==> src/design/scd_pkg.sv <==
// scd_pkg: shared types, opcodes and constants of the SUMP command decoder.
// No dependencies; used by every other file of the block.
`timescale 1ns / 1ps
`default_nettype none

package scd_pkg;

  localparam int NAME_CHARS   = 22;
  localparam int MAX_CAPTURE  = 1048576;
  localparam int NAME_ROM_LEN = 40;
  localparam int NAME_IDX_W   = 6;
  localparam int META_LEN     = NAME_CHARS + 15;
  localparam int CNT_W        = ($clog2(META_LEN) > 6) ? $clog2(META_LEN) : 6;
  localparam int DIV_STEPS    = 32;
  localparam int CFG_IDX_W    = 2;
  localparam int CAP_W        = 21;
  localparam int QUEUE_DEPTH  = 2;
  localparam int PTR_W        = 1;
  localparam int ID_LEN       = 4;

  localparam logic [31:0] RESET_CAPTURE    = 32'd4096;
  localparam logic [31:0] RESET_RING       = 32'd4096;
  localparam logic [31:0] RESET_MAX_RATE   = 32'd100000000;
  localparam logic [31:0] RESET_READ_COUNT = RESET_CAPTURE - 32'd1;
  localparam logic [31:0] CAPTURE_FALLBACK = 32'd4096;

  // Short opcodes
  localparam logic [7:0] OP_RESET = 8'h00;
  localparam logic [7:0] OP_ARM   = 8'h01;
  localparam logic [7:0] OP_ID    = 8'h02;
  localparam logic [7:0] OP_META  = 8'h04;
  // Long opcodes
  localparam logic [7:0] OP_SET_DIV     = 8'h80;
  localparam logic [7:0] OP_SET_COUNT   = 8'h81;
  localparam logic [7:0] OP_TRIG_MASK   = 8'hC0;
  localparam logic [7:0] OP_TRIG_VALUE  = 8'hC1;
  localparam logic [7:0] OP_TRIG_MODE   = 8'hC2;

  // Metadata tags
  localparam logic [7:0] TAG_NAME    = 8'h01;
  localparam logic [7:0] TAG_END     = 8'h00;
  localparam logic [7:0] TAG_MEM     = 8'h21;
  localparam logic [7:0] TAG_RATE    = 8'h23;
  localparam logic [7:0] TAG_PROBES  = 8'h40;
  localparam logic [7:0] PROBE_COUNT = 8'h02;

  // Trigger kinds
  localparam logic [2:0] TK_NONE = 3'd0;
  localparam logic [2:0] TK_RISE = 3'd1;
  localparam logic [2:0] TK_FALL = 3'd2;
  localparam logic [2:0] TK_HIGH = 3'd3;
  localparam logic [2:0] TK_LOW  = 3'd4;

  localparam logic [7:0] ID_BYTES [ID_LEN] = '{"1", "A", "L", "S"};

  localparam logic [7:0] DEV_NAME [NAME_ROM_LEN] = '{
    "L", "o", "g", "i", "c", " ", "A", "n", "a", "l", "y", "z", "e", "r", " ",
    "C", "o", "m", "m", "a", "n", "d", " ", "D", "e", "c", "o", "d", "e", "r", " ",
    "R", "e", "f", "e", "r", "e", "n", "c", "e"
  };

  typedef enum logic [CFG_IDX_W-1:0] {
    CFG_CAPTURE_DEFAULT = 2'd0,
    CFG_RING_CAPACITY   = 2'd1,
    CFG_MAX_RATE        = 2'd2
  } cfg_idx_e;

  typedef enum logic [1:0] {
    KIND_REPLY  = 2'd0,
    KIND_ARM    = 2'd1,
    KIND_CLOSED = 2'd2
  } kind_e;

  typedef enum logic [1:0] {
    CMD_ARM   = 2'd0,
    CMD_ID    = 2'd1,
    CMD_META  = 2'd2,
    CMD_CLOSE = 2'd3
  } cmd_op_e;

  typedef struct packed {
    logic [31:0] capture_default;
    logic [31:0] ring_capacity;
    logic [31:0] max_rate_hz;
  } cfg_t;

  // One classified command; arm fields are a snapshot taken at the arm byte
  typedef struct packed {
    cmd_op_e          op;
    logic [31:0]      divider;
    logic [2:0]       chan;
    logic [2:0]       tkind;
    logic [CAP_W-1:0] count;
  } cmd_t;

endpackage

`default_nettype wire

==> src/design/scd_intf.sv <==
// scd_intf: valid/ready channel interfaces of the SUMP command decoder.
// Depends on scd_pkg for the configuration index width and the count width.
`timescale 1ns / 1ps
`default_nettype none

interface scd_byte_if;
  logic       valid;
  logic       ready;
  logic [7:0] rx_byte;

  modport source (output valid, output rx_byte, input ready);
  modport sink (input valid, input rx_byte, output ready);
endinterface

interface scd_res_if;
  logic                     valid;
  logic                     ready;
  logic [1:0]               kind;
  logic [7:0]               reply_byte;
  logic                     last;
  logic [31:0]              arm_rate;
  logic [2:0]               trig_channel;
  logic [2:0]               trig_kind;
  logic [scd_pkg::CAP_W-1:0] capture_count;

  modport source (output valid, output kind, output reply_byte, output last,
                  output arm_rate, output trig_channel, output trig_kind,
                  output capture_count, input ready);
  modport sink (input valid, input kind, input reply_byte, input last,
                input arm_rate, input trig_channel, input trig_kind,
                input capture_count, output ready);
endinterface

interface scd_cfg_if;
  logic                          valid;
  logic                          ready;
  logic [scd_pkg::CFG_IDX_W-1:0] index;
  logic [31:0]                   data;

  modport source (output valid, output index, output data, input ready);
  modport sink (input valid, input index, input data, output ready);
endinterface

`default_nettype wire

==> src/design/scd_cfg_regs.sv <==
// scd_cfg_regs: the three configuration registers of the decoder.
// Depends on scd_pkg and the scd_cfg_if interface.
`timescale 1ns / 1ps
`default_nettype none

module scd_cfg_regs (
  input  wire            clk_i,
  input  wire            rst_ni,
  scd_cfg_if.sink        cfg_i,
  output scd_pkg::cfg_t  cfg_o
);

  scd_pkg::cfg_t cfg_q;

  assign cfg_i.ready = 1'b1;
  assign cfg_o       = cfg_q;

  always_ff @(posedge clk_i or negedge rst_ni) begin
    if (!rst_ni) begin
      cfg_q.capture_default <= scd_pkg::RESET_CAPTURE;
      cfg_q.ring_capacity   <= scd_pkg::RESET_RING;
      cfg_q.max_rate_hz     <= scd_pkg::RESET_MAX_RATE;
    end else if (cfg_i.valid) begin
      unique case (scd_pkg::cfg_idx_e'(cfg_i.index))
        scd_pkg::CFG_CAPTURE_DEFAULT: cfg_q.capture_default <= cfg_i.data;
        scd_pkg::CFG_RING_CAPACITY:   cfg_q.ring_capacity   <= cfg_i.data;
        scd_pkg::CFG_MAX_RATE:        cfg_q.max_rate_hz     <= cfg_i.data;
        default: ;
      endcase
    end
  end

endmodule

`default_nettype wire

==> src/design/scd_front.sv <==
// scd_front: takes command bytes, collects long-command parameters, holds the
// session registers and queues classified commands. Depends on scd_pkg, scd_intf.
`timescale 1ns / 1ps
`default_nettype none

module scd_front (
  input  wire            clk_i,
  input  wire            rst_ni,
  scd_byte_if.sink       in_i,
  input  scd_pkg::cfg_t  cfg_i,
  input  wire            full_i,
  output logic           push_o,
  output scd_pkg::cmd_t  cmd_o
);

  logic [31:0] divider_q, divider_d;
  logic [31:0] rdcnt_q, rdcnt_d;
  logic [7:0]  trig_mask_q, trig_mask_d;
  logic [7:0]  trig_value_q, trig_value_d;
  logic [7:0]  trig_mode_q, trig_mode_d;
  logic [7:0]  pending_q, pending_d;
  logic [2:0]  param_idx_q, param_idx_d;
  logic [23:0] param_shift_q, param_shift_d;
  logic        closed_q, closed_d;

  logic        accept;
  logic [7:0]  b;
  logic [31:0] param;
  logic [2:0]  chan;
  logic [2:0]  tkind;
  logic [31:0] cnt;

  assign in_i.ready = !full_i;
  assign accept     = in_i.valid && !full_i;
  assign b          = in_i.rx_byte;
  assign param      = {b, param_shift_q};

  // Arm snapshot: trigger channel, trigger kind and clamped capture count
  always_comb begin
    chan = 3'd0;
    for (int i = 7; i >= 0; i--) begin
      if (trig_mask_q[i]) chan = 3'(i);
    end
    if (trig_mode_q >= 8'd1 && trig_mode_q <= 8'd4) begin
      tkind = trig_mode_q[2:0];
    end else if (trig_mask_q != 8'd0) begin
      tkind = trig_value_q[chan] ? scd_pkg::TK_HIGH : scd_pkg::TK_LOW;
    end else begin
      tkind = scd_pkg::TK_NONE;
    end
    cnt = (rdcnt_q != 32'd0) ? (rdcnt_q + 32'd1) : cfg_i.capture_default;
    if (cnt == 32'd0) cnt = scd_pkg::CAPTURE_FALLBACK;
    if (cnt > 32'(scd_pkg::MAX_CAPTURE)) cnt = 32'(scd_pkg::MAX_CAPTURE);
  end

  always_comb begin
    divider_d     = divider_q;
    rdcnt_d       = rdcnt_q;
    trig_mask_d   = trig_mask_q;
    trig_value_d  = trig_value_q;
    trig_mode_d   = trig_mode_q;
    pending_d     = pending_q;
    param_idx_d   = param_idx_q;
    param_shift_d = param_shift_q;
    closed_d      = closed_q;
    push_o        = 1'b0;
    cmd_o.op      = scd_pkg::CMD_CLOSE;
    cmd_o.divider = divider_q;
    cmd_o.chan    = chan;
    cmd_o.tkind   = tkind;
    cmd_o.count   = cnt[scd_pkg::CAP_W-1:0];

    if (accept && !closed_q) begin
      if (param_idx_q != 3'd0) begin
        if (param_idx_q < 3'd4) begin
          unique case (param_idx_q)
            3'd1:    param_shift_d[7:0]   = b;
            3'd2:    param_shift_d[15:8]  = b;
            default: param_shift_d[23:16] = b;
          endcase
          param_idx_d = param_idx_q + 3'd1;
        end else begin
          unique case (pending_q)
            scd_pkg::OP_SET_DIV:    divider_d    = param;
            scd_pkg::OP_SET_COUNT:  rdcnt_d      = param;
            scd_pkg::OP_TRIG_MASK:  trig_mask_d  = param[7:0];
            scd_pkg::OP_TRIG_VALUE: trig_value_d = param[7:0];
            scd_pkg::OP_TRIG_MODE:  trig_mode_d  = param[7:0];
            default: ;  // unknown long command: parameters dropped
          endcase
          param_idx_d   = 3'd0;
          param_shift_d = 24'd0;
        end
      end else if (b[7]) begin
        pending_d     = b;
        param_idx_d   = 3'd1;
        param_shift_d = 24'd0;
      end else begin
        unique case (b)
          scd_pkg::OP_RESET: begin
            divider_d    = 32'd0;
            rdcnt_d      = (cfg_i.capture_default != 32'd0) ?
                           (cfg_i.capture_default - 32'd1) : scd_pkg::RESET_READ_COUNT;
            trig_mask_d  = 8'd0;
            trig_value_d = 8'd0;
            trig_mode_d  = 8'd0;
          end
          scd_pkg::OP_ARM: begin
            push_o   = 1'b1;
            cmd_o.op = scd_pkg::CMD_ARM;
          end
          scd_pkg::OP_ID: begin
            push_o   = 1'b1;
            cmd_o.op = scd_pkg::CMD_ID;
          end
          scd_pkg::OP_META: begin
            push_o   = 1'b1;
            cmd_o.op = scd_pkg::CMD_META;
          end
          default: begin
            push_o   = 1'b1;
            cmd_o.op = scd_pkg::CMD_CLOSE;
            closed_d = 1'b1;
          end
        endcase
      end
    end
  end

  always_ff @(posedge clk_i or negedge rst_ni) begin
    if (!rst_ni) begin
      divider_q     <= 32'd0;
      rdcnt_q       <= scd_pkg::RESET_READ_COUNT;
      trig_mask_q   <= 8'd0;
      trig_value_q  <= 8'd0;
      trig_mode_q   <= 8'd0;
      pending_q     <= 8'd0;
      param_idx_q   <= 3'd0;
      param_shift_q <= 24'd0;
      closed_q      <= 1'b0;
    end else begin
      divider_q     <= divider_d;
      rdcnt_q       <= rdcnt_d;
      trig_mask_q   <= trig_mask_d;
      trig_value_q  <= trig_value_d;
      trig_mode_q   <= trig_mode_d;
      pending_q     <= pending_d;
      param_idx_q   <= param_idx_d;
      param_shift_q <= param_shift_d;
      closed_q      <= closed_d;
    end
  end

  // A closed session stays closed until reset
  a_closed_sticky: assert property (@(posedge clk_i) disable iff (!rst_ni)
    closed_q |=> closed_q)
    else $error("session reopened without reset");

endmodule

`default_nettype wire

==> src/design/scd_cmd_fifo.sv <==
// scd_cmd_fifo: short command queue between the decoder front and back.
// Depends on scd_pkg for the command type and depth.
`timescale 1ns / 1ps
`default_nettype none

module scd_cmd_fifo (
  input  wire            clk_i,
  input  wire            rst_ni,
  input  wire            push_i,
  input  scd_pkg::cmd_t  cmd_i,
  input  wire            pop_i,
  output scd_pkg::cmd_t  cmd_o,
  output logic           full_o,
  output logic           empty_o
);

  scd_pkg::cmd_t                mem_q [scd_pkg::QUEUE_DEPTH];
  logic [scd_pkg::PTR_W-1:0]    wr_ptr_q, rd_ptr_q;
  logic [scd_pkg::PTR_W:0]      count_q;
  logic                         do_push, do_pop;

  assign full_o  = (count_q == (scd_pkg::PTR_W + 1)'(scd_pkg::QUEUE_DEPTH));
  assign empty_o = (count_q == '0);
  assign do_push = push_i && !full_o;
  assign do_pop  = pop_i && !empty_o;
  assign cmd_o   = mem_q[rd_ptr_q];

  always_ff @(posedge clk_i) begin
    if (do_push) mem_q[wr_ptr_q] <= cmd_i;
  end

  always_ff @(posedge clk_i or negedge rst_ni) begin
    if (!rst_ni) begin
      wr_ptr_q <= '0;
      rd_ptr_q <= '0;
      count_q  <= '0;
    end else begin
      if (do_push) wr_ptr_q <= wr_ptr_q + 1'b1;
      if (do_pop)  rd_ptr_q <= rd_ptr_q + 1'b1;
      if (do_push && !do_pop)      count_q <= count_q + (scd_pkg::PTR_W + 1)'(1);
      else if (do_pop && !do_push) count_q <= count_q - (scd_pkg::PTR_W + 1)'(1);
    end
  end

  a_count_bound: assert property (@(posedge clk_i) disable iff (!rst_ni)
    count_q <= (scd_pkg::PTR_W + 1)'(scd_pkg::QUEUE_DEPTH))
    else $error("command queue overflow");

endmodule

`default_nettype wire

==> src/design/scd_back.sv <==
// scd_back: executes queued commands, sequencing reply bytes and computing the
// arm rate with a bit-serial divider. Depends on scd_pkg and scd_intf.
`timescale 1ns / 1ps
`default_nettype none

module scd_back (
  input  wire            clk_i,
  input  wire            rst_ni,
  input  scd_pkg::cfg_t  cfg_i,
  input  scd_pkg::cmd_t  cmd_i,
  input  wire            empty_i,
  output logic           pop_o,
  scd_res_if.source      out_o
);

  typedef enum logic [2:0] {
    ST_IDLE,
    ST_ID,
    ST_META,
    ST_DIV,
    ST_ARM,
    ST_CLOSE
  } state_e;

  state_e                     state_q;
  logic [scd_pkg::CNT_W-1:0]  cnt_q;
  logic [31:0]                quot_q;
  logic [31:0]                rem_q;
  logic [31:0]                dvs_q;
  logic [2:0]                 chan_q;
  logic [2:0]                 tkind_q;
  logic [scd_pkg::CAP_W-1:0]  count_q;

  logic                       out_valid_q;
  scd_pkg::kind_e             kind_q;
  logic [7:0]                 byte_q;
  logic                       last_q;
  logic [31:0]                rate_q;
  logic [2:0]                 tch_q;
  logic [2:0]                 tk_q;
  logic [scd_pkg::CAP_W-1:0]  cap_q;

  logic                       slot_free;
  logic                       load;
  logic [32:0]                trial;
  logic [32:0]                diff;
  logic                       fits;

  function automatic logic [7:0] meta_byte(input logic [scd_pkg::CNT_W-1:0] idx,
                                           input logic [31:0] ring,
                                           input logic [31:0] maxr);
    logic [scd_pkg::CNT_W-1:0] nm;
    logic [scd_pkg::CNT_W-1:0] rel_full;
    logic [3:0]                rel;
    logic [7:0]                res;
    nm       = idx - scd_pkg::CNT_W'(1);
    rel_full = idx - scd_pkg::CNT_W'(scd_pkg::NAME_CHARS + 1);
    rel      = rel_full[3:0];
    if (idx == '0) begin
      res = scd_pkg::TAG_NAME;
    end else if (idx <= scd_pkg::CNT_W'(scd_pkg::NAME_CHARS)) begin
      res = scd_pkg::DEV_NAME[nm[scd_pkg::NAME_IDX_W-1:0]];
    end else begin
      unique case (rel)
        4'd1:    res = scd_pkg::TAG_MEM;
        4'd2:    res = ring[7:0];
        4'd3:    res = ring[15:8];
        4'd4:    res = ring[23:16];
        4'd5:    res = ring[31:24];
        4'd6:    res = scd_pkg::TAG_RATE;
        4'd7:    res = maxr[7:0];
        4'd8:    res = maxr[15:8];
        4'd9:    res = maxr[23:16];
        4'd10:   res = maxr[31:24];
        4'd11:   res = scd_pkg::TAG_PROBES;
        4'd12:   res = scd_pkg::PROBE_COUNT;
        default: res = scd_pkg::TAG_END;  // name terminator and end mark
      endcase
    end
    return res;
  endfunction

  assign slot_free = !out_valid_q || out_o.ready;
  assign pop_o     = (state_q == ST_IDLE) && !empty_i;
  // A result register load this cycle
  assign load      = slot_free && (state_q == ST_ID || state_q == ST_META ||
                                   state_q == ST_ARM || state_q == ST_CLOSE);

  // Restoring division step: dividend bits shift out of quot_q, quotient in
  assign trial = {rem_q, quot_q[31]};
  assign diff  = trial - {1'b0, dvs_q};
  assign fits  = (trial >= {1'b0, dvs_q});

  assign out_o.valid         = out_valid_q;
  assign out_o.kind          = kind_q;
  assign out_o.reply_byte    = byte_q;
  assign out_o.last          = last_q;
  assign out_o.arm_rate      = rate_q;
  assign out_o.trig_channel  = tch_q;
  assign out_o.trig_kind     = tk_q;
  assign out_o.capture_count = cap_q;

  always_ff @(posedge clk_i or negedge rst_ni) begin
    if (!rst_ni) begin
      state_q     <= ST_IDLE;
      cnt_q       <= '0;
      quot_q      <= 32'd0;
      rem_q       <= 32'd0;
      dvs_q       <= 32'd0;
      chan_q      <= 3'd0;
      tkind_q     <= 3'd0;
      count_q     <= '0;
      out_valid_q <= 1'b0;
      kind_q      <= scd_pkg::KIND_REPLY;
      byte_q      <= 8'd0;
      last_q      <= 1'b0;
      rate_q      <= 32'd0;
      tch_q       <= 3'd0;
      tk_q        <= 3'd0;
      cap_q       <= '0;
    end else begin
      if (out_o.ready && !load) out_valid_q <= 1'b0;

      unique case (state_q)
        ST_IDLE: begin
          if (!empty_i) begin
            cnt_q   <= '0;
            chan_q  <= cmd_i.chan;
            tkind_q <= cmd_i.tkind;
            count_q <= cmd_i.count;
            unique case (cmd_i.op)
              scd_pkg::CMD_ARM: begin
                if (cmd_i.divider == 32'd0) begin
                  quot_q  <= cfg_i.max_rate_hz;
                  state_q <= ST_ARM;
                end else if (cmd_i.divider == '1) begin
                  // divisor wraps to zero
                  quot_q  <= 32'd1;
                  state_q <= ST_ARM;
                end else begin
                  quot_q  <= cfg_i.max_rate_hz;
                  rem_q   <= 32'd0;
                  dvs_q   <= cmd_i.divider + 32'd1;
                  state_q <= ST_DIV;
                end
              end
              scd_pkg::CMD_ID:   state_q <= ST_ID;
              scd_pkg::CMD_META: state_q <= ST_META;
              default:           state_q <= ST_CLOSE;
            endcase
          end
        end

        ST_DIV: begin
          rem_q  <= fits ? diff[31:0] : trial[31:0];
          quot_q <= {quot_q[30:0], fits};
          cnt_q  <= cnt_q + scd_pkg::CNT_W'(1);
          if (cnt_q == scd_pkg::CNT_W'(scd_pkg::DIV_STEPS - 1)) state_q <= ST_ARM;
        end

        ST_ARM: begin
          if (slot_free) begin
            out_valid_q <= 1'b1;
            kind_q      <= scd_pkg::KIND_ARM;
            byte_q      <= 8'd0;
            last_q      <= 1'b1;
            rate_q      <= (quot_q == 32'd0) ? 32'd1 : quot_q;
            tch_q       <= chan_q;
            tk_q        <= tkind_q;
            cap_q       <= count_q;
            state_q     <= ST_IDLE;
          end
        end

        ST_ID: begin
          if (slot_free) begin
            out_valid_q <= 1'b1;
            kind_q      <= scd_pkg::KIND_REPLY;
            byte_q      <= scd_pkg::ID_BYTES[cnt_q[1:0]];
            last_q      <= (cnt_q == scd_pkg::CNT_W'(scd_pkg::ID_LEN - 1));
            rate_q      <= 32'd0;
            tch_q       <= 3'd0;
            tk_q        <= 3'd0;
            cap_q       <= '0;
            cnt_q       <= cnt_q + scd_pkg::CNT_W'(1);
            if (cnt_q == scd_pkg::CNT_W'(scd_pkg::ID_LEN - 1)) state_q <= ST_IDLE;
          end
        end

        ST_META: begin
          if (slot_free) begin
            out_valid_q <= 1'b1;
            kind_q      <= scd_pkg::KIND_REPLY;
            byte_q      <= meta_byte(cnt_q, cfg_i.ring_capacity, cfg_i.max_rate_hz);
            last_q      <= (cnt_q == scd_pkg::CNT_W'(scd_pkg::META_LEN - 1));
            rate_q      <= 32'd0;
            tch_q       <= 3'd0;
            tk_q        <= 3'd0;
            cap_q       <= '0;
            cnt_q       <= cnt_q + scd_pkg::CNT_W'(1);
            if (cnt_q == scd_pkg::CNT_W'(scd_pkg::META_LEN - 1)) state_q <= ST_IDLE;
          end
        end

        ST_CLOSE: begin
          if (slot_free) begin
            out_valid_q <= 1'b1;
            kind_q      <= scd_pkg::KIND_CLOSED;
            byte_q      <= 8'd0;
            last_q      <= 1'b1;
            rate_q      <= 32'd0;
            tch_q       <= 3'd0;
            tk_q        <= 3'd0;
            cap_q       <= '0;
            state_q     <= ST_IDLE;
          end
        end

        default: state_q <= ST_IDLE;
      endcase
    end
  end

  // Arm and close requests are always single results
  a_single_last: assert property (@(posedge clk_i) disable iff (!rst_ni)
    (out_valid_q && kind_q != scd_pkg::KIND_REPLY) |-> last_q)
    else $error("arm or close request without last");

  a_rate_nonzero: assert property (@(posedge clk_i) disable iff (!rst_ni)
    (out_valid_q && kind_q == scd_pkg::KIND_ARM) |-> (rate_q != 32'd0))
    else $error("arm request with zero sample rate");

  a_div_divisor: assert property (@(posedge clk_i) disable iff (!rst_ni)
    (state_q == ST_DIV) |-> (dvs_q > 32'd1))
    else $error("divider running with trivial divisor");

endmodule

`default_nettype wire

==> src/design/sump_command_decoder.sv <==
// sump_command_decoder: top level of the SUMP command decoder.
// Depends on scd_pkg, scd_intf, scd_cfg_regs, scd_front, scd_cmd_fifo, scd_back.
//
//   port    dir  handshake     payload
//   cfg_i   in   valid/ready   index (register number), data (32 bit)
//   in_i    in   valid/ready   rx_byte
//   out_o   out  valid/ready   kind, reply_byte, last, arm_rate,
//                              trig_channel, trig_kind, capture_count
//
// The front takes one byte per cycle while the two-entry command queue has room.
// Back: ID gives 4 bytes and META 37 bytes, one byte per cycle while the output
// is free, after a dispatch in the idle state; close and arm give one result, arm
// after the 32-step serial divider when it runs. Output stalls hold the back, then
// fill the queue and drop in_i.ready. Reset is asynchronous, active low, and needs no sweep.
`timescale 1ns / 1ps
`default_nettype none

module sump_command_decoder (
  input  wire       clk_i,
  input  wire       rst_ni,
  scd_cfg_if.sink   cfg_i,
  scd_byte_if.sink  in_i,
  scd_res_if.source out_o
);

  scd_pkg::cfg_t cfg;
  scd_pkg::cmd_t push_cmd;
  scd_pkg::cmd_t head_cmd;
  logic          push;
  logic          pop;
  logic          full;
  logic          empty;

  scd_cfg_regs u_cfg (
    .clk_i  (clk_i),
    .rst_ni (rst_ni),
    .cfg_i  (cfg_i),
    .cfg_o  (cfg)
  );

  scd_front u_front (
    .clk_i  (clk_i),
    .rst_ni (rst_ni),
    .in_i   (in_i),
    .cfg_i  (cfg),
    .full_i (full),
    .push_o (push),
    .cmd_o  (push_cmd)
  );

  scd_cmd_fifo u_fifo (
    .clk_i   (clk_i),
    .rst_ni  (rst_ni),
    .push_i  (push),
    .cmd_i   (push_cmd),
    .pop_i   (pop),
    .cmd_o   (head_cmd),
    .full_o  (full),
    .empty_o (empty)
  );

  scd_back u_back (
    .clk_i   (clk_i),
    .rst_ni  (rst_ni),
    .cfg_i   (cfg),
    .cmd_i   (head_cmd),
    .empty_i (empty),
    .pop_o   (pop),
    .out_o   (out_o)
  );

endmodule

`default_nettype wire
==> src/flat_wrapper.sv <==
// flat-port wrapper written by rule: the top's interface ports become plain ports
module sump_command_decoder_flat 
  (clk_i, rst_ni, cfg_i_valid, cfg_i_index, cfg_i_data, cfg_i_ready, in_i_valid, in_i_rx_byte, in_i_ready, out_o_valid, out_o_kind, out_o_reply_byte, out_o_last, out_o_arm_rate, out_o_trig_channel, out_o_trig_kind, out_o_capture_count, out_o_ready);
  scd_cfg_if cfg_i_i ();
  scd_byte_if in_i_i ();
  scd_res_if out_o_i ();
  input  wire clk_i;
  input  wire rst_ni;
  input wire logic [$bits(cfg_i_i.valid)-1:0] cfg_i_valid;
  input wire logic [$bits(cfg_i_i.index)-1:0] cfg_i_index;
  input wire logic [$bits(cfg_i_i.data)-1:0] cfg_i_data;
  output wire logic [$bits(cfg_i_i.ready)-1:0] cfg_i_ready;
  input wire logic [$bits(in_i_i.valid)-1:0] in_i_valid;
  input wire logic [$bits(in_i_i.rx_byte)-1:0] in_i_rx_byte;
  output wire logic [$bits(in_i_i.ready)-1:0] in_i_ready;
  output wire logic [$bits(out_o_i.valid)-1:0] out_o_valid;
  output wire logic [$bits(out_o_i.kind)-1:0] out_o_kind;
  output wire logic [$bits(out_o_i.reply_byte)-1:0] out_o_reply_byte;
  output wire logic [$bits(out_o_i.last)-1:0] out_o_last;
  output wire logic [$bits(out_o_i.arm_rate)-1:0] out_o_arm_rate;
  output wire logic [$bits(out_o_i.trig_channel)-1:0] out_o_trig_channel;
  output wire logic [$bits(out_o_i.trig_kind)-1:0] out_o_trig_kind;
  output wire logic [$bits(out_o_i.capture_count)-1:0] out_o_capture_count;
  input wire logic [$bits(out_o_i.ready)-1:0] out_o_ready;
  assign cfg_i_i.valid = cfg_i_valid;
  assign cfg_i_i.index = cfg_i_index;
  assign cfg_i_i.data = cfg_i_data;
  assign cfg_i_ready = cfg_i_i.ready;
  assign in_i_i.valid = in_i_valid;
  assign in_i_i.rx_byte = in_i_rx_byte;
  assign in_i_ready = in_i_i.ready;
  assign out_o_valid = out_o_i.valid;
  assign out_o_kind = out_o_i.kind;
  assign out_o_reply_byte = out_o_i.reply_byte;
  assign out_o_last = out_o_i.last;
  assign out_o_arm_rate = out_o_i.arm_rate;
  assign out_o_trig_channel = out_o_i.trig_channel;
  assign out_o_trig_kind = out_o_i.trig_kind;
  assign out_o_capture_count = out_o_i.capture_count;
  assign out_o_i.ready = out_o_ready;
  sump_command_decoder u_core (.clk_i(clk_i), .rst_ni(rst_ni), .cfg_i(cfg_i_i), .in_i(in_i_i), .out_o(out_o_i));
endmodule
==> config.mk <==
export PLATFORM = sky130hd
export DESIGN_NAME = sump_command_decoder_flat
export DESIGN_NICKNAME = d
export VERILOG_FILES = /design/src/design/scd_pkg.sv /design/src/design/scd_intf.sv /design/src/design/scd_cfg_regs.sv /design/src/design/scd_front.sv /design/src/design/scd_cmd_fifo.sv /design/src/design/scd_back.sv /design/src/design/sump_command_decoder.sv /design/src/flat_wrapper.sv
export SDC_FILE = /design/constraint.sdc
export NUM_CORES = 1
export LEC_CHECK = 0
export ABC_AREA = 1
export CAP_MARGIN = 20
export CORE_MARGIN = 2
export CORE_UTILIZATION = 45
export DETAILED_ROUTE_END_ITERATION = 10
export DONT_BUFFER_PORTS = 1
export GPL_TIMING_DRIVEN = 0
export HOLD_SLACK_MARGIN = 0.05
export PLACE_DENSITY_LB_ADDON = 0.1
export SETUP_SLACK_MARGIN = 0.3
export SYNTH_ARGS = -nofsm -noshare
export SYNTH_HDL_FRONTEND = slang
export SYNTH_SLANG_ARGS = --single-unit
==> constraint.sdc <==
create_clock -name clk_i -period 9.2 [get_ports clk_i]
set_clock_uncertainty 0.2 [all_clocks]
set_input_delay 0.92 -clock clk_i [delete_from_list [all_inputs] [get_ports clk_i]]
set_output_delay 0.92 -clock clk_i [all_outputs]
set_load 0.01 [all_outputs]
== Word-level counts from Yosys, hierarchy flattened ==
Memory sizes are Yosys's and may differ from the RTL's.
Index checks and enable logic that the tools add are counted.
Cells by class
  divide/modulo/power cells: 0
  reduce and logical (&&, ||, !) cells: 71
  order comparisons: 9
  equality and inequality tests: 60
  $mul: 0
  shifts and indexed selects: 0
  muxes and demuxes: 118
  bitwise gates (word level): 8
  add/sub/neg operators: 12
Operator list (number)
  $mux W32: 25
  $pmux W32 S2: 3
  $mux W8: 23
  $logic_not A32 Y1: 3
  $pmux W8 S12: 1
  $mux W3: 25
  $mux W24: 3
  $add A32 B1 Y32 const B: 2
  $reduce_bool A32 Y1: 2
  $mux W21: 3
  $pmux W21 S2: 1
  $eq A8 B8 Y1 const B: 5
  $reduce_and A5 Y1: 7
  $ge A33 B32 Y1: 1
  $eq A32 B32 Y1 const B: 1
  $gt A32 B21 Y1 const B: 1
  $sub A32 B1 Y32 const B: 1
  $sub A32 B32 Y32: 1
  $ne A2 B1 Y1 const B: 12
  $pmux W8 S3: 1
  $reduce_and A3 Y1: 7
  $eq A4 B4 Y1 const B: 5
  $ne A2 B2 Y1 const B: 9
  $pmux W6 S3: 1
  59 further kinds: 135
Storage, ports and cells
  ROM bits: 512
  word-level logic and storage cells: 313
  memory bits (writable): 122
  latch bits: 0
  output and inout port bits: 73
  register bits after elaboration: 427
  memories: 2
Memories
  (no name shown): words 64, width 8, rd ports 1, clocked after memory_dff 0, wr ports 0, line scd_back.sv:62  | res = scd_pkg::DEV_NAME[nm[scd_pkg::NAME_IDX_W-1:0]];
  u_core.u_fifo.mem_q: words 2, width 61, rd ports 1, clocked after memory_dff 0, wr ports 1, line scd_cmd_fifo.sv:17  | scd_pkg::cmd_t mem_q [scd_pkg::QUEUE_DEPTH];

== Longest topological paths before layout ==
  word-level depth: 13
  depth in mapped cells: 20
  depth with buffers taken out: 20

== Cells and area by module ==
From an unflattened synthesis, not the netlist that was laid out.
Unflattened totals
  cells, all modules: 3740
  area total of the unflattened synthesis: 29539.6 um^2
By module, submodules not included
  scd_back: cells each 1850, area each 12976.2 um^2, sequential area each 5079.9 um^2, instances 1
  scd_front: cells each 1111, area each 7857.5 um^2, sequential area each 3118.0 um^2, instances 1
  scd_cmd_fifo: cells each 350, area each 4674.5 um^2, sequential area each 3763.6 um^2, instances 1
  scd_cfg_regs: cells each 429, area each 4031.4 um^2, sequential area each 2419.8 um^2, instances 1

== Worst setup path before layout ==
No wires, ideal clock.
  path kind: reg2reg
  start: reg u_core.u_front.param_idx_q[0]
  end: mem u_core.u_fifo.mem_q[1][0] (netlist name) (enable)
  buffers on the path: 0
  data arrival time: 4.197 ns
  stages on the path, launching flop included: 9
  clock period less this slack: 4.879 ns
  setup time: 0.482 ns
  slack: 4.321 ns
  path through: dfrtp_1 -> inv_1 -> ha_1 -> inv_1 -> nor2_1 -> clkinv_1 -> nor3_1 -> nand2_1 -> nor2_1
On the way
  longest elaborated chain between the ends: 6
RTL lines
  start, declared: line scd_front.sv:22  | logic [2:0] param_idx_q, param_idx_d;
  start signal, assigned: line scd_front.sv:148  | param_idx_q <= param_idx_d;
  $reduce_bool A3 Y1: line scd_front.sv:74  | if (param_idx_q != 3'd0) begin
  $mux W1: line scd_front.sv:74
  $mux W1: line scd_front.sv:73  | if (accept && !closed_q) begin
  $logic_and A1 B1 Y1: line scd_cmd_fifo.sv:24  | assign do_push = push_i && !full_o;
  $mux W1: line scd_cmd_fifo.sv:29  | if (do_push) mem_q[wr_ptr_q] <= cmd_i;
  $mux W1 (implied by the code): line scd_cmd_fifo.sv:29
  end, declared: line scd_cmd_fifo.sv:17
No other way between the ends.

== Final worst setup path ==
  start: reg u_core.u_cfg.cfg_q (netlist bit u_core.u_cfg.cfg_o[89])
  end: reg u_core.u_front.rdcnt_q[31]
On the way
  longest elaborated chain between the ends: 5
  elaborated cells on any way between the ends: 6
RTL lines
  start, declared: line scd_cfg_regs.sv:13  | scd_pkg::cfg_t cfg_q;
  $sub A32 B1 Y32 or $reduce_bool A32 Y1 (tied branches): line scd_front.sv:103, scd_front.sv:102
  $mux W32 *: line scd_front.sv:102  | rdcnt_d = (cfg_i.capture_default != 32'd0) ?
  $mux W32 *: line scd_front.sv:99  | unique case (b)
  $mux W32 *: line scd_front.sv:94  | end else if (b[7]) begin
  $mux W32 *: line scd_front.sv:74
  end signal, assigned: line scd_front.sv:133  | rdcnt_q <= scd_pkg::RESET_READ_COUNT;
  end signal, assigned: line scd_front.sv:143  | rdcnt_q <= rdcnt_d;
  end, declared: line scd_front.sv:17  | logic [31:0] rdcnt_q, rdcnt_d;
Every way passes the cells marked *; elsewhere a longest branch is shown, timed or not. The select of a mux whose other input is x is not followed.
A chain may end at the register's enable or synchronous reset.

==> impl_results.md <==
- Relative slew slack: -5.47%
- Placed cell area: 0.0294 mm²
- Vias per std cell: 5.45
- Post-CTS setup buffers: 0
- Routed Antenna Nets: 0
- Die height: 254 µm
- Final Hold Fails: 92
- Unique masters post-synth: 65
- Failing checks: hold timing, slew limit
- RSZ-0062 raised after global routing: false
- Worst hold path class: in2async
- Post-Syn Area: roughly 0.028 mm²
- Adder-Cell Fraction of Synth Area: 2.33%
- Grt ovf: 0
- Synth Area in XOR/XNOR: 2.82%
- Row cnt: roughly 90
- # IOs: 120
- EDFF count, synth: 122
- Minimum clock period: 3770 ps
- CTS tree: built
- Share of post-route cells with drive strength above 1: 6.83%
- Reg-to-reg critical path startpoint: u_core.u_cfg.cfg_o[89]
- Setup tns final: 0 ps
- Syn Inst Count: 3382
- Root Buffer: clkbuf_16
- Final Max Slew Viols: 193
- Routability cong.: 0.975
- PwrDens: 297 mW/mm²
- Starting density of the core: 45.6%
- Yosys reg bits: 549
- H-Tree Depth: 2
- Internal reg-to-reg setup slack: 5430 ps
- R2R cell count: 10
- Final instance area: 0.0316 mm²
- Data arrival, critical path: 4110 ps
- Worst-skew pair later-pin latency: 660 ps
- Port Buffers: 0
- Worst-path fanout max: 10
- Synth Area per Inst: 8.34 µm²
- WS Path Type: reg2reg
- Die area: roughly 0.065 mm²
- Vias in the first global route: roughly 23000
- CTS resizes: 0
- Sequential area share after synthesis: about half
- Endpoint class of the critical path: flip-flop
- Synth warnings: 0
- Syn nets: 3481
- VDD IR max: 255 µV
- Antenna violations before repair: 2
- Peak Freq: 265 MHz
- Drc violations: 0
- Measured slew at the worst slew-check pin: 1580 ps
- Area grow syn2layout: 11.8%
- Die W: 254 µm
- # fillers: 6012
- Crit. Startpoint: u_core.u_cfg.cfg_o[89]
- Crit path required time: 9540 ps
- Clock transition at path regs: 60 ps
- Hold_ws: -212 ps
- Final HPWL DP: 69800 µm
- Initial drt markers: 2148
- Worst Setup EP: u_core.u_front.rdcnt_q[31]
- Max-cap violations: 0
- P_leak: 14.6 nW
- Vias after detailed routing: 23652
- Worst R2R End: u_core.u_front.rdcnt_q[31]
- Net count, final: 3547
- Final period util: 41.0%
- Kind of start point of the critical path: flip-flop
- Asr flop ratio synth: between 70% and 80%
- DRT Pass-1 Iters: 7
- Mux cell area share after synthesis: less than 1%
- Clk sink count: 549
- Core box area: approximately 0.06 mm²
- Post-synthesis compound-gate area fraction: 12.8%
- Status: finished with violations
- CTS Buf Count: 60
- Detailed Route WL: 90900 µm
- Clock buffer depth: 3
- Post-synth top flop: dfrtp_1
- Largest family of logic cells by synthesized area: simple AND/OR/NAND/NOR gates
- Antenna cells: 0
- First-pass GRT wire length: 140000 µm
- Post-synthesis simple-gate area fraction: 23.8%
- Final setup fails: 0
- Wire length per cell: around 21 µm
- GRT Resource Usage Total: 28.4%
- Pin count of the biggest net entering global routing: approximately 430
## critical path, stage by stage (launching register included)
cell      delay [ps]
dfrtp_1          470
nor2_1           210
nand2_1          150
nor4_1           530
nand3_1          180
o21ai_1          770
inv_1            270
clkbuf_1         410
nand3_1          280
nand3_1          100
o21a_1           120
## worst min-delay path by stage
stage / endpoint / depth (start not counted)
after floorplan: u_core.u_front.closed_q / 2
after global placement: u_core.u_fifo.mem_q[1][52] / 0
after detailed placement: u_core.u_fifo.mem_q[0][49] / 0
after CTS: u_core.u_back.rem_q[9] / 0
after global routing: u_core.u_back.rem_q[9] / 0
final: u_core.u_back.rem_q[9] / 0
## report_power, final
part | internal (mW) | switching [mW] | total (mW)
logic | 1.11 | 2.37 | 3.48
clock network | 1.59 | 1.06 | 2.65
registers | 2.86 | 0.378 | 3.24
total | 5.56 | 3.81 | 9.37
## cell type report
type                       instances  area, µm²  share of cell area, %
sequential                       549      14400                   45.6
timing repair buffer               4       80.1                  0.254
buffer                           123        546                   1.73
inverter                         354       1330                   4.21
clock buffer                      79       1670                   5.28
tap                              837       1050                   3.32
multi-input combinational       2356      12000                   37.9
clock inverter                    35        536                   1.70
## flip-flops by register name (all words and copies together), names as in the netlist, 24 cells and up
name and cells:
u_core.u_back.rem_q 32, u_core.u_back.quot_q 32, u_core.u_back.dvs_q 32, u_core.u_front.divider_q 32, u_core.u_cfg.cfg_o 96, u_core.u_fifo.mem_q 122, u_core.u_back.out_o.arm_rate 32, u_core.u_front.rdcnt_q 32
u_core.u_front.param_shift_q 24
## through the flow
stage               hold slack, ps  setup WS, ps  total power, mW  util (%)  instances
global placement               253          1650             6.69      47.3       4219
floorplan                      228          4320             5.63         -       3382
CTS                           -240          5480             9.40      51.0       4337
global route                  -242          5250             9.99      51.0       4337
detailed placement             258          5510             6.72      47.5       4223
finish                        -212          5430             9.37      51.0       4337
## layer usage
metal | vias to the layer above | global-route usage (%) | wire, µm
met2 | 671 | 44.4 | 40800
met3 | 125 | 3.72 | 4740
li1 | 11355 | - | -
met5 | - | 0 | 0
met4 | 0 | 8.87 | 2740
met1 | 11501 | 41.0 | 42700
## logic make-up after synthesis
kind of cell,Yosys count
other,1
AOI/OAI and AO/OA,620
and+or+nand+nor,1575
DFF,549
adders and majority gates,52
xor gates and xnor gates,91
buffers and inverters,477
muxes,17
## layout by cell type (no fill, tap or decap), types with 12 or more instances in the layout
cell type | netlist | routed
nand4_1 | 41 | 41
xnor2_1 | 24 | 24
nor3_1 | 48 | 48
buf_2 | 22 | 22
o21ai_1 | 30 | 30
xor2_1 | 67 | 67
dfstp_2 | 26 | 26
ha_1 | 51 | 51
mux2_2 | 14 | 14
nand2_2 | 13 | 13
a31oi_1 | 30 | 30
nor4_1 | 18 | 18
o21a_1 | 13 | 13
inv_1 | 345 | 345
nand3b_1 | 30 | 30
o31ai_1 | 41 | 41
clkbuf_1 | 90 | 102
o21ai_0 | 290 | 290
o211ai_1 | 16 | 16
clkbuf_16 | 0 | 62
a21oi_1 | 112 | 112
dfrtp_1 | 401 | 401
nand3_1 | 177 | 177
edfxtp_1 | 122 | 122
nand2_1 | 840 | 840
or2_2 | 12 | 12
a22oi_1 | 15 | 15
nor2_1 | 360 | 358
## synth_stat cells, drive strengths merged (2+ instances only)
cell | count | share of area [%]
a21oi | 113 | 2.0
xnor2 | 24 | 0.74
o21bai | 3 | 0.080
o31ai | 41 | 1.1
clkbuf | 90 | 1.2
nor2 | 371 | 5.1
nand4 | 42 | 0.98
nand2 | 855 | 12
a2bb2oi | 7 | 0.22
inv | 353 | 4.7
mux2i | 3 | 0.11
mux2 | 14 | 0.56
nor4 | 18 | 0.40
or2 | 16 | 0.35
xor2 | 67 | 2.1
ha | 51 | 2.3
buf | 33 | 0.74
o21ai | 322 | 5.7
a22o | 6 | 0.19
a22oi | 15 | 0.40
o41ai | 2 | 0.089
nand3 | 181 | 3.3
edfxtp | 122 | 13
a221oi | 5 | 0.16
o21a | 13 | 0.35
nor3 | 54 | 1.1
nand3b | 30 | 0.80
o221ai | 11 | 0.34
nor3b | 5 | 0.13
o211ai | 16 | 0.43
a211oi | 6 | 0.16
a21o | 5 | 0.13
dfstp | 26 | 2.4
a31oi | 30 | 0.67
o22ai | 11 | 0.24
a32o | 10 | 0.35
dfrtp | 401 | 36
No activity file was read; power rests on OpenSTA's default activity.
